--- src/ifp_pkg.sv ---
package ifp_pkg;

  localparam int SHORT_FRAME_BYTES = 20;
  localparam int LONG_FRAME_BYTES  = 44;

  localparam logic [5:0] SHORT_LEN = 6'(SHORT_FRAME_BYTES);
  localparam logic [5:0] LONG_LEN  = 6'(LONG_FRAME_BYTES);

  localparam int WORD_IDX_W = 5;
  localparam int SLOTS      = 2;
  localparam int MEM_DEPTH  = SLOTS * (1 << WORD_IDX_W);

  typedef logic [WORD_IDX_W-1:0] word_idx_t;
  typedef logic [1:0]            cfg_idx_t;
  typedef logic [3:0]            item_idx_t;

  localparam cfg_idx_t CFG_SYNC       = 2'd0;
  localparam cfg_idx_t CFG_SHORT_TYPE = 2'd1;
  localparam cfg_idx_t CFG_LONG_TYPE  = 2'd2;

  localparam logic [7:0] SYNC_RESET       = 8'd14;
  localparam logic [7:0] SHORT_TYPE_RESET = 8'd1;
  localparam logic [7:0] LONG_TYPE_RESET  = 8'd2;

  localparam item_idx_t ITEM_GYRO_X   = 4'd0;
  localparam item_idx_t ITEM_GYRO_Y   = 4'd1;
  localparam item_idx_t ITEM_GYRO_Z   = 4'd2;
  localparam item_idx_t ITEM_ACCEL_X  = 4'd3;
  localparam item_idx_t ITEM_ACCEL_Y  = 4'd4;
  localparam item_idx_t ITEM_ACCEL_Z  = 4'd5;
  localparam item_idx_t ITEM_STATUS1  = 4'd6;
  localparam item_idx_t ITEM_STATUS2  = 4'd7;
  localparam item_idx_t ITEM_TEMP     = 4'd8;
  localparam item_idx_t ITEM_DANG_X   = 4'd9;
  localparam item_idx_t ITEM_DANG_Y   = 4'd10;
  localparam item_idx_t ITEM_DANG_Z   = 4'd11;
  localparam item_idx_t ITEM_DVEL_X   = 4'd12;
  localparam item_idx_t ITEM_DVEL_Y   = 4'd13;
  localparam item_idx_t ITEM_DVEL_Z   = 4'd14;

  localparam item_idx_t LAST_SHORT = ITEM_TEMP;
  localparam item_idx_t LAST_LONG  = ITEM_DVEL_Z;

  typedef enum logic [1:0] {
    CLS_SWORD,
    CLS_UWORD,
    CLS_TEMP,
    CLS_PAIR
  } item_cls_t;

  typedef struct packed {
    logic      wr_en;
    word_idx_t wr_word;
    logic [15:0] wr_data;
    logic      commit;
    logic      commit_long;
  } fq_wr_t;

  typedef struct packed {
    logic      rd_en;
    word_idx_t rd_word;
    logic      pop;
  } bq_req_t;

  typedef struct packed {
    logic        avail;
    logic        head_long;
    logic [15:0] lo_data;
    logic [15:0] hi_data;
  } qb_rsp_t;

  typedef struct packed {
    word_idx_t word;
    logic      neg;
    item_cls_t cls;
  } item_map_t;

  function automatic item_map_t item_map(input item_idx_t k);
    item_map_t m;
    m = '{word: '0, neg: 1'b0, cls: CLS_TEMP};
    unique case (k)
      ITEM_GYRO_X:  m = '{word: 5'd2,  neg: 1'b1, cls: CLS_SWORD};
      ITEM_GYRO_Y:  m = '{word: 5'd3,  neg: 1'b0, cls: CLS_SWORD};
      ITEM_GYRO_Z:  m = '{word: 5'd1,  neg: 1'b1, cls: CLS_SWORD};
      ITEM_ACCEL_X: m = '{word: 5'd5,  neg: 1'b1, cls: CLS_SWORD};
      ITEM_ACCEL_Y: m = '{word: 5'd6,  neg: 1'b0, cls: CLS_SWORD};
      ITEM_ACCEL_Z: m = '{word: 5'd4,  neg: 1'b1, cls: CLS_SWORD};
      ITEM_STATUS1: m = '{word: 5'd7,  neg: 1'b0, cls: CLS_UWORD};
      ITEM_STATUS2: m = '{word: 5'd8,  neg: 1'b0, cls: CLS_UWORD};
      ITEM_TEMP:    m = '{word: 5'd0,  neg: 1'b0, cls: CLS_TEMP};
      ITEM_DANG_X:  m = '{word: 5'd11, neg: 1'b1, cls: CLS_PAIR};
      ITEM_DANG_Y:  m = '{word: 5'd13, neg: 1'b0, cls: CLS_PAIR};
      ITEM_DANG_Z:  m = '{word: 5'd9,  neg: 1'b1, cls: CLS_PAIR};
      ITEM_DVEL_X:  m = '{word: 5'd17, neg: 1'b1, cls: CLS_PAIR};
      ITEM_DVEL_Y:  m = '{word: 5'd19, neg: 1'b0, cls: CLS_PAIR};
      ITEM_DVEL_Z:  m = '{word: 5'd15, neg: 1'b1, cls: CLS_PAIR};
      default:      m = '{word: 5'd0,  neg: 1'b0, cls: CLS_TEMP};
    endcase
    return m;
  endfunction

endpackage

--- src/ifp_front.sv ---
module ifp_front (
  input  logic              clk,
  input  logic              rst_n,
  input  logic              in_valid,
  input  logic [7:0]        in_rx_byte,
  input  logic              full,
  input  logic              cfg_valid,
  input  ifp_pkg::cfg_idx_t cfg_index,
  input  logic [7:0]        cfg_data,
  output ifp_pkg::fq_wr_t   wr
);
  import ifp_pkg::*;

  logic [7:0]  sync_r, sync_nxt;
  logic [7:0]  short_type_r, short_type_nxt;
  logic [7:0]  long_type_r, long_type_nxt;
  logic [5:0]  pos_r, pos_nxt;
  logic        long_r, long_nxt;
  logic [7:0]  lo_r, lo_nxt;
  logic [15:0] sum_r, sum_nxt;

  logic        acc;
  logic [5:0]  len;
  logic [15:0] word;

  assign acc  = in_valid && !full;
  assign len  = long_r ? LONG_LEN : SHORT_LEN;
  assign word = {in_rx_byte, lo_r};

  always_comb begin
    sync_nxt       = sync_r;
    short_type_nxt = short_type_r;
    long_type_nxt  = long_type_r;
    if (cfg_valid) begin
      case (cfg_index)
        CFG_SYNC:       sync_nxt       = cfg_data;
        CFG_SHORT_TYPE: short_type_nxt = cfg_data;
        CFG_LONG_TYPE:  long_type_nxt  = cfg_data;
        default: ;
      endcase
    end
  end

  always_comb begin
    pos_nxt  = pos_r;
    long_nxt = long_r;
    lo_nxt   = lo_r;
    sum_nxt  = sum_r;
    wr       = '0;
    wr.wr_word = pos_r[5:1];
    wr.wr_data = word;
    wr.commit_long = long_r;
    if (acc) begin
      if (pos_r == 6'd0) begin
        if (in_rx_byte == sync_r) begin
          pos_nxt  = 6'd1;
          long_nxt = 1'b0;
          lo_nxt   = in_rx_byte;
        end
      end else if (pos_r == 6'd1) begin
        if (in_rx_byte == short_type_r) begin
          long_nxt = 1'b0;
          pos_nxt  = 6'd2;
          sum_nxt  = word;
        end else if (in_rx_byte == long_type_r) begin
          long_nxt = 1'b1;
          pos_nxt  = 6'd2;
          sum_nxt  = word;
        end else begin
          pos_nxt = 6'd0;
        end
      end else if (pos_r >= len) begin
        pos_nxt = 6'd0;
      end else begin
        pos_nxt = pos_r + 6'd1;
        if (!pos_r[0]) begin
          lo_nxt = in_rx_byte;
        end else if (pos_r == len - 6'd1) begin
          pos_nxt   = 6'd0;
          wr.commit = (sum_r == word);
        end else begin
          sum_nxt  = sum_r + word;
          wr.wr_en = 1'b1;
        end
      end
    end
  end

  always_ff @(posedge clk) begin
    if (!rst_n) begin
      sync_r       <= SYNC_RESET;
      short_type_r <= SHORT_TYPE_RESET;
      long_type_r  <= LONG_TYPE_RESET;
      pos_r        <= '0;
      long_r       <= 1'b0;
      sum_r        <= '0;
    end else begin
      sync_r       <= sync_nxt;
      short_type_r <= short_type_nxt;
      long_type_r  <= long_type_nxt;
      pos_r        <= pos_nxt;
      long_r       <= long_nxt;
      sum_r        <= sum_nxt;
    end
  end

  always_ff @(posedge clk) begin
    lo_r <= lo_nxt;
  end

endmodule

--- src/ifp_queue.sv ---
module ifp_queue (
  input  logic             clk,
  input  logic             rst_n,
  input  ifp_pkg::fq_wr_t  wr,
  input  ifp_pkg::bq_req_t req,
  output logic             full,
  output ifp_pkg::qb_rsp_t rsp
);
  import ifp_pkg::*;

  logic [15:0] mem [MEM_DEPTH];
  logic [1:0]  cnt_r, cnt_nxt;
  logic        wr_ptr_r, wr_ptr_nxt;
  logic        rd_ptr_r, rd_ptr_nxt;
  logic [SLOTS-1:0] kind_r;
  logic [15:0] lo_r, hi_r;
  word_idx_t   hi_word;

  assign full    = (cnt_r == 2'd2);
  assign hi_word = req.rd_word + 5'd1;

  assign rsp.avail     = (cnt_r != 2'd0);
  assign rsp.head_long = kind_r[rd_ptr_r];
  assign rsp.lo_data   = lo_r;
  assign rsp.hi_data   = hi_r;

  always_comb begin
    cnt_nxt    = cnt_r + {1'b0, wr.commit} - {1'b0, req.pop};
    wr_ptr_nxt = wr_ptr_r ^ wr.commit;
    rd_ptr_nxt = rd_ptr_r ^ req.pop;
  end

  always_ff @(posedge clk) begin
    if (!rst_n) begin
      cnt_r    <= '0;
      wr_ptr_r <= 1'b0;
      rd_ptr_r <= 1'b0;
    end else begin
      cnt_r    <= cnt_nxt;
      wr_ptr_r <= wr_ptr_nxt;
      rd_ptr_r <= rd_ptr_nxt;
    end
  end

  always_ff @(posedge clk) begin
    if (wr.commit) begin
      kind_r[wr_ptr_r] <= wr.commit_long;
    end
  end

  always_ff @(posedge clk) begin
    if (wr.wr_en) begin
      mem[{wr_ptr_r, wr.wr_word}] <= wr.wr_data;
    end
  end

  always_ff @(posedge clk) begin
    if (req.rd_en) begin
      lo_r <= mem[{rd_ptr_r, req.rd_word}];
      hi_r <= mem[{rd_ptr_r, hi_word}];
    end
  end

endmodule

--- src/ifp_back.sv ---
module ifp_back (
  input  logic                clk,
  input  logic                rst_n,
  input  ifp_pkg::qb_rsp_t    rsp,
  output ifp_pkg::bq_req_t    req,
  output logic                out_valid,
  input  logic                out_stall,
  output logic                out_frame_kind,
  output ifp_pkg::item_idx_t  out_item_index,
  output logic signed [32:0]  out_item_value,
  output logic                out_last_item
);
  import ifp_pkg::*;

  item_idx_t k_r, k_nxt;
  logic      s1_valid_r, s1_valid_nxt;
  item_idx_t s1_k_r;
  logic      s1_long_r;
  logic      s1_last_r;
  logic      out_valid_r, out_valid_nxt;
  logic      out_kind_r;
  item_idx_t out_index_r;
  logic signed [32:0] out_value_r;
  logic      out_last_r;
  logic [7:0] temp_r, temp_nxt;

  logic      load_out;
  logic      issue;
  item_idx_t last_k;
  item_map_t iss_map;
  item_map_t s1_map;
  logic signed [32:0] base;
  logic signed [32:0] value;

  assign load_out = !out_valid_r || !out_stall;
  assign issue    = rsp.avail && (!s1_valid_r || load_out);
  assign last_k   = rsp.head_long ? LAST_LONG : LAST_SHORT;
  assign iss_map  = item_map(k_r);
  assign s1_map   = item_map(s1_k_r);

  assign req.rd_en   = issue;
  assign req.rd_word = iss_map.word;
  assign req.pop     = issue && (k_r == last_k);

  always_comb begin
    k_nxt = k_r;
    if (issue) begin
      k_nxt = (k_r == last_k) ? '0 : k_r + 4'd1;
    end
    if (issue) begin
      s1_valid_nxt = 1'b1;
    end else if (load_out) begin
      s1_valid_nxt = 1'b0;
    end else begin
      s1_valid_nxt = s1_valid_r;
    end
    out_valid_nxt = load_out ? s1_valid_r : out_valid_r;
  end

  always_comb begin
    case (s1_map.cls)
      CLS_SWORD: base = {{17{rsp.lo_data[15]}}, rsp.lo_data};
      CLS_UWORD: base = {17'd0, rsp.lo_data};
      CLS_PAIR:  base = {rsp.hi_data[15], rsp.hi_data, rsp.lo_data};
      default:   base = {25'd0, temp_r};
    endcase
    value = s1_map.neg ? -base : base;
  end

  always_comb begin
    temp_nxt = temp_r;
    if (load_out && s1_valid_r && s1_k_r == ITEM_STATUS2 && rsp.lo_data[15]) begin
      temp_nxt = rsp.lo_data[7:0];
    end
  end

  always_ff @(posedge clk) begin
    if (!rst_n) begin
      k_r         <= '0;
      s1_valid_r  <= 1'b0;
      out_valid_r <= 1'b0;
      temp_r      <= '0;
    end else begin
      k_r         <= k_nxt;
      s1_valid_r  <= s1_valid_nxt;
      out_valid_r <= out_valid_nxt;
      temp_r      <= temp_nxt;
    end
  end

  always_ff @(posedge clk) begin
    if (issue) begin
      s1_k_r    <= k_r;
      s1_long_r <= rsp.head_long;
      s1_last_r <= (k_r == last_k);
    end
    if (load_out && s1_valid_r) begin
      out_kind_r  <= s1_long_r;
      out_index_r <= s1_k_r;
      out_value_r <= value;
      out_last_r  <= s1_last_r;
    end
  end

  assign out_valid      = out_valid_r;
  assign out_frame_kind = out_kind_r;
  assign out_item_index = out_index_r;
  assign out_item_value = out_value_r;
  assign out_last_item  = out_last_r;

endmodule

--- src/imu_serial_frame_parser.sv ---
// Serial byte frame parser. Bytes are taken one per cycle unless in_stall is
// high; a frame starts with the sync byte, and the type byte selects a 20-byte
// short frame or a 44-byte long frame. The 16-bit word sum is kept as bytes
// arrive, and a frame whose sum matches its checksum word is handed through a
// two-slot frame buffer to the output side, which gives one result transfer
// per cycle while out_stall is low: 9 items for a short frame, 15 for a long
// one. The first item passes the frame count, buffer read and output registers
// after the checksum byte is taken. Input stalls only while both buffer slots
// hold checked frames the output side has not finished reading, so with output
// transfers taken the input runs at one byte per cycle without pause.
module imu_serial_frame_parser (
  input  logic                clk,
  input  logic                rst_n,
  input  logic                in_valid,
  output logic                in_stall,
  input  logic [7:0]          in_rx_byte,
  output logic                out_valid,
  input  logic                out_stall,
  output logic                out_frame_kind,
  output ifp_pkg::item_idx_t  out_item_index,
  output logic signed [32:0]  out_item_value,
  output logic                out_last_item,
  input  logic                cfg_valid,
  output logic                cfg_ready,
  input  ifp_pkg::cfg_idx_t   cfg_index,
  input  logic [7:0]          cfg_data
);
  import ifp_pkg::*;

  fq_wr_t  wr;
  bq_req_t req;
  qb_rsp_t rsp;
  logic    full;

  assign in_stall  = full;
  assign cfg_ready = 1'b1;

  ifp_front u_front (
    .clk        (clk),
    .rst_n      (rst_n),
    .in_valid   (in_valid),
    .in_rx_byte (in_rx_byte),
    .full       (full),
    .cfg_valid  (cfg_valid),
    .cfg_index  (cfg_index),
    .cfg_data   (cfg_data),
    .wr         (wr)
  );

  ifp_queue u_queue (
    .clk   (clk),
    .rst_n (rst_n),
    .wr    (wr),
    .req   (req),
    .full  (full),
    .rsp   (rsp)
  );

  ifp_back u_back (
    .clk            (clk),
    .rst_n          (rst_n),
    .rsp            (rsp),
    .req            (req),
    .out_valid      (out_valid),
    .out_stall      (out_stall),
    .out_frame_kind (out_frame_kind),
    .out_item_index (out_item_index),
    .out_item_value (out_item_value),
    .out_last_item  (out_last_item)
  );

  a_last_index: assert property (@(posedge clk) disable iff (!rst_n)
    out_valid && out_last_item |->
      (out_frame_kind ? (out_item_index == LAST_LONG) : (out_item_index == LAST_SHORT)))
    else $error("last item flag on wrong index");

  a_temp_range: assert property (@(posedge clk) disable iff (!rst_n)
    out_valid && out_item_index == ITEM_TEMP |-> out_item_value[32:8] == '0)
    else $error("temperature out of byte range");

  a_status_range: assert property (@(posedge clk) disable iff (!rst_n)
    out_valid && (out_item_index == ITEM_STATUS1 || out_item_index == ITEM_STATUS2)
      |-> out_item_value[32:16] == '0)
    else $error("status word not unsigned 16 bit");

  a_short_range: assert property (@(posedge clk) disable iff (!rst_n)
    out_valid && !out_frame_kind |-> out_item_index <= LAST_SHORT)
    else $error("short frame item beyond temperature");

endmodule
--- config.mk ---
export PLATFORM = sky130hd
export DESIGN_NAME = imu_serial_frame_parser
export DESIGN_NICKNAME = d
export VERILOG_FILES = /design/src/ifp_pkg.sv /design/src/ifp_front.sv /design/src/ifp_queue.sv /design/src/ifp_back.sv /design/src/imu_serial_frame_parser.sv
export SDC_FILE = /design/constraint.sdc
export NUM_CORES = 2
export LEC_CHECK = 0
export BUFFER_PORTS_ARGS = -buffer_cell sky130_fd_sc_hd__buf_4
export CAP_MARGIN = 20
export CELL_PAD_IN_SITES_DETAIL_PLACEMENT = 1
export CELL_PAD_IN_SITES_GLOBAL_PLACEMENT = 1
export CORE_MARGIN = 5
export CORE_UTILIZATION = 51
export DETAILED_ROUTE_END_ITERATION = 12
export PLACE_DENSITY = 0.86
export SYNTH_ARGS = -nofsm -noshare
export SYNTH_HDL_FRONTEND = slang
export SYNTH_SLANG_ARGS = --single-unit
--- constraint.sdc ---
create_clock -name clk -period 6.15 [get_ports clk]
set_input_delay 1.23 -clock clk [delete_from_list [all_inputs] [get_ports clk]]
set_output_delay 1.23 -clock clk [all_outputs]
set_load 0.03 [all_outputs]
==> impl_results.md <==
* Critical path launch point type: register
* Reg-to-Reg Start: u_front.pos_r[1]$_SDFFE_PN0P_
* Total Die Area at between 0.1 and 0.15 mm²
* Start point of the worst min-delay path: u_back.s1_long_r$_DFFE_PP_
* Max_slew headroom at between 10% and 20%
* Design Area, Final at between 0.06 and 0.07 mm²
* Total core area at around 0.11 mm²
* Setup repair after global routing missed its margin: no
* Setup slack of the worst register-to-register path at about 1.2 ns
* Number of hold-slack violations in the final timing report at 0
* Total detailed-routing wirelength at 174700 µm
* Number of design-rule violations left by the first detailed-router iteration at a little over 5k
* Setup TNS at 0 ns
* Deepest level of the CTS H-tree at 3
* Clock tree skew after final layout at about 0.048 ns
* Port buffer count at 63
* Peak VDD IR at about 0.25 mV
* Vias in the first global route at between 30k and 40k
* Global placer's final weighted congestion at 0.9332
* CTS sink count at ~1.2k
* Path category of the worst min-delay check: reg2reg
* DRC violations left at 0
* Post-cts resize count at 0
* Post-Synthesis Cells at roughly 2.8k
* Residual overflow from global routing at 0
* Maximum number of pins on one net before global-route repair at around 100
* Setup violations, final at 0
* Required @ worst endpoint at roughly 6.5 ns
* Synthesized area per cell at between 15 and 20 µm²
* Detailed-route vias per instance at 7.458
* Type of destination of the critical path: register
* Data arrival time of the critical path at around 5.2 ns
* Net count, final at slightly below 3k
* Leakage at around 0.02 µW
* Width of the chip at 340.0 µm
* Cell type with the largest total area after synthesis: edfxtp_1
* DR WL/cell at 40.04 µm
* Antenna violations before repair at 22
* Top fanout value on the critical path at 16
* Buffer levels on the longest clock path at 3
* Power density over the cells at about 270 mW/mm²
* Number of ports placed on the die boundary at 65
* Hold Path Stages at 0
* Number of nets with antenna violations after routing at 0
* Most used cells in the layout excluding fill and tap cells: edfxtp_1, mux4_2, clkbuf_16
* Reg-to-reg endpoint: u_queue.mem[38][4]$_DFFE_PP_
* Min Hold Slack at approximately 0.42 ns
* CTS tree: built
* Die height at between 300 and 400 µm
* YS warnings at 0
* First-pass DRT Iterations at 6
* Worst-path clk slew at roughly 0.070 ns
* Post-CTS setup buffer count at 0
* Final HPWL from detailed placement at between 100000 and 150000 µm
* Sequential cell area fraction in the yosys report at between 60% and 70%
* Crit path setup slack, layout at between 1 and 1.5 ns
* Post-place instance area at between 0.05 and 0.06 mm²
* Number of buffers inserted for hold repair after clock tree synthesis at 0
* Setup CP Type: reg2reg
* End point of the most critical hold path: u_back.out_frame_kind$_DFFE_PP_
* Signed area change from the synthesized netlist to the final layout at 11.19%
* Proportion of netlist area held by the largest area contributor at about 60%
* Total CTS buffers at about 120
* Share of final-layout standard cells stronger than drive strength 1 at ~36%
* Highest Clock Rate at a little over 200 MHz
* Flip-flop cell with the highest count after synthesis: edfxtp_1
* Measured slew at the worst slew-check pin at between 1 and 1.5 ns
* Synth cell types at between 60 and 70
* Max Transition Viols Final at 0
* Status: complete, no violations
* Number of storage elements in the synthesis netlist at 1184
* Leading cell type in the layout, fill and taps excluded: edfxtp_1
* Share of synthesized registers carrying an async set or reset at 0%
* Post-layout minimum cycle time at ~4.9 ns
* Initial cell density of the core at about half
* Overall via count from detail_route at 32.53k
* Cell row count at around 120
* Wire length of the first global-routing pass at approximately 250000 µm
* Number of nets produced by synthesis at roughly 2.8k
* Number of enable flip-flop cells after synthesis at about 1.1k
* Main area contributors after synthesis: edfxtp_1, mux4_2, dfxtp_1
* Worst-case reg-to-reg path depth at 8
* Max Cap Viol at 0
* Area of the mapped netlist at ~0.056 mm²
* Root buffer cell: clkbuf_16
* Total routing usage reported by global routing at approximately 30%
* Final period utilization at between 80 and 90%
* Setup WS pre-CTS at between 1 and 1.5 ns
* Clk Latency, worst-skew pair at between 0.7 and 0.8 ns
-- worst max-delay path: stages, from the launching register on --
cell and delay [ns]:
dfxtp_1 0.45, inv_1 0.17, ha_1 0.25, nand2_1 0.37, nand3_1 0.21, nor4b_1 0.79
and2_1 0.31, nand3_1 0.73, nor2_2 1.22
-- where the power goes --
| part | total, µW | internal [µW] | switching (µW) |
|---|---|---|---|
| Combinational | 183 | 49.1 | 134 |
| Clock | 7480 | 4270 | 3200 |
| Sequential | 8740 | 8740 | 5.28 |
-- synth_stat cells, types with 3 or more instances --
cell,n
edfxtp_1,1111
buf_4,22
nand2_1,77
xnor2_1,22
nor3b_1,6
o31ai_1,4
buf_1,18
ha_1,33
o311a_1,3
nor2_1,119
xor2_1,39
mux2_2,3
o21bai_1,3
o21a_1,3
inv_1,26
a221o_1,3
nor4_1,14
buf_6,9
o211a_1,8
nand3_1,23
and2_1,13
nand4_1,9
mux4_2,668
mux2i_1,57
a21oi_1,68
dfxtp_1,73
nand2b_1,9
clkbuf_1,87
a211oi_1,8
a21boi_0,5
o21ai_1,8
o21ai_0,38
buf_2,62
a21o_1,7
nand3b_1,9
a31o_2,3
o2111ai_1,3
o211ai_1,8
nor2b_1,41
nor3_1,10
and3_1,6
a31oi_1,10
-- stage by stage --
stage                     util, %  std cells  total power [µW]
after floorplan                 -       2783              8986
after global placement      53.07       4126              9081
after detailed placement    53.09       4128              9094
after CTS                   56.70       4348             16440
after global routing        56.87       4358             16860
final                       56.88       4362             16400
-- logic make-up (layout without fill, tap and decap cells) --
logic type	Yosys count	count (layout)	synth area share (%)
flip-flops	1184	1184	62.71
multiplexers	729	729	28.20
AND/OR/NAND/NOR	351	351	3.109
buffers and inverters	224	385	1.924
AO/OA/AOI/OAI	198	198	2.276
XOR/XNOR	62	62	0.9914
adder cells (fa/ha/maj)	34	34	0.7796
other	1	5	0.006753
-- sequential cells by signal, indices dropped and copies added, names as in the netlist, 5 cells and up --
name / cells
u_front.lo_r: 8
u_front.long_type_r: 8
u_queue.mem: 1024
u_back.iss_map: 5
u_back.temp_r: 8
u_front.pos_r: 6
u_front.short_type_r: 8
u_back.out_item_value: 33
u_queue.hi_r: 16
u_queue.lo_r: 16
u_front.sync_r: 8
u_front.sum_r: 16
-- worst max path at each step --
stage	start	to	depth (start not counted)
6_report	u_front.pos_r[1]$_SDFFE_PN0P_	u_queue.mem[38][4]$_DFFE_PP_	8
5_1_grt	u_front.pos_r[1]$_SDFFE_PN0P_	u_queue.mem[46][2]$_DFFE_PP_	8
4_1_cts	u_front.pos_r[1]$_SDFFE_PN0P_	u_queue.mem[47][2]$_DFFE_PP_	8
3_5_place_dp	in_valid	u_queue.mem[47][3]$_DFFE_PP_	7
3_3_place_gp	in_valid	u_queue.mem[46][7]$_DFFE_PP_	7
2_1_floorplan	out_stall	u_back.temp_r[0]$_SDFFE_PN0P_	4
-- final cells by class --
class / instances / area, µm²
fillers: 9212 / 46800
flip-flops and latches: 1184 / 34840
multi-input cells: 1375 / 19820
clock buffers: 154 / 3192
well taps: 1414 / 1769
repair buffers: 139 / 1290
clock inverters: 66 / 724.4
inverters: 26 / 97.59
diodes: 4 / 10.01
-- metal layers --
metal / global-route usage (%) / share of wire (%) / vias to the layer above
met2: 48.43 / 48 / 2840
met1: 38.12 / 33 / 17120
li1: - / - / 12060
met5: 0 / 0.035 / -
met3: 9.271 / 13 / 502
met4: 13.64 / 5.7 / 10
Power figures use the tool's default switching activity.
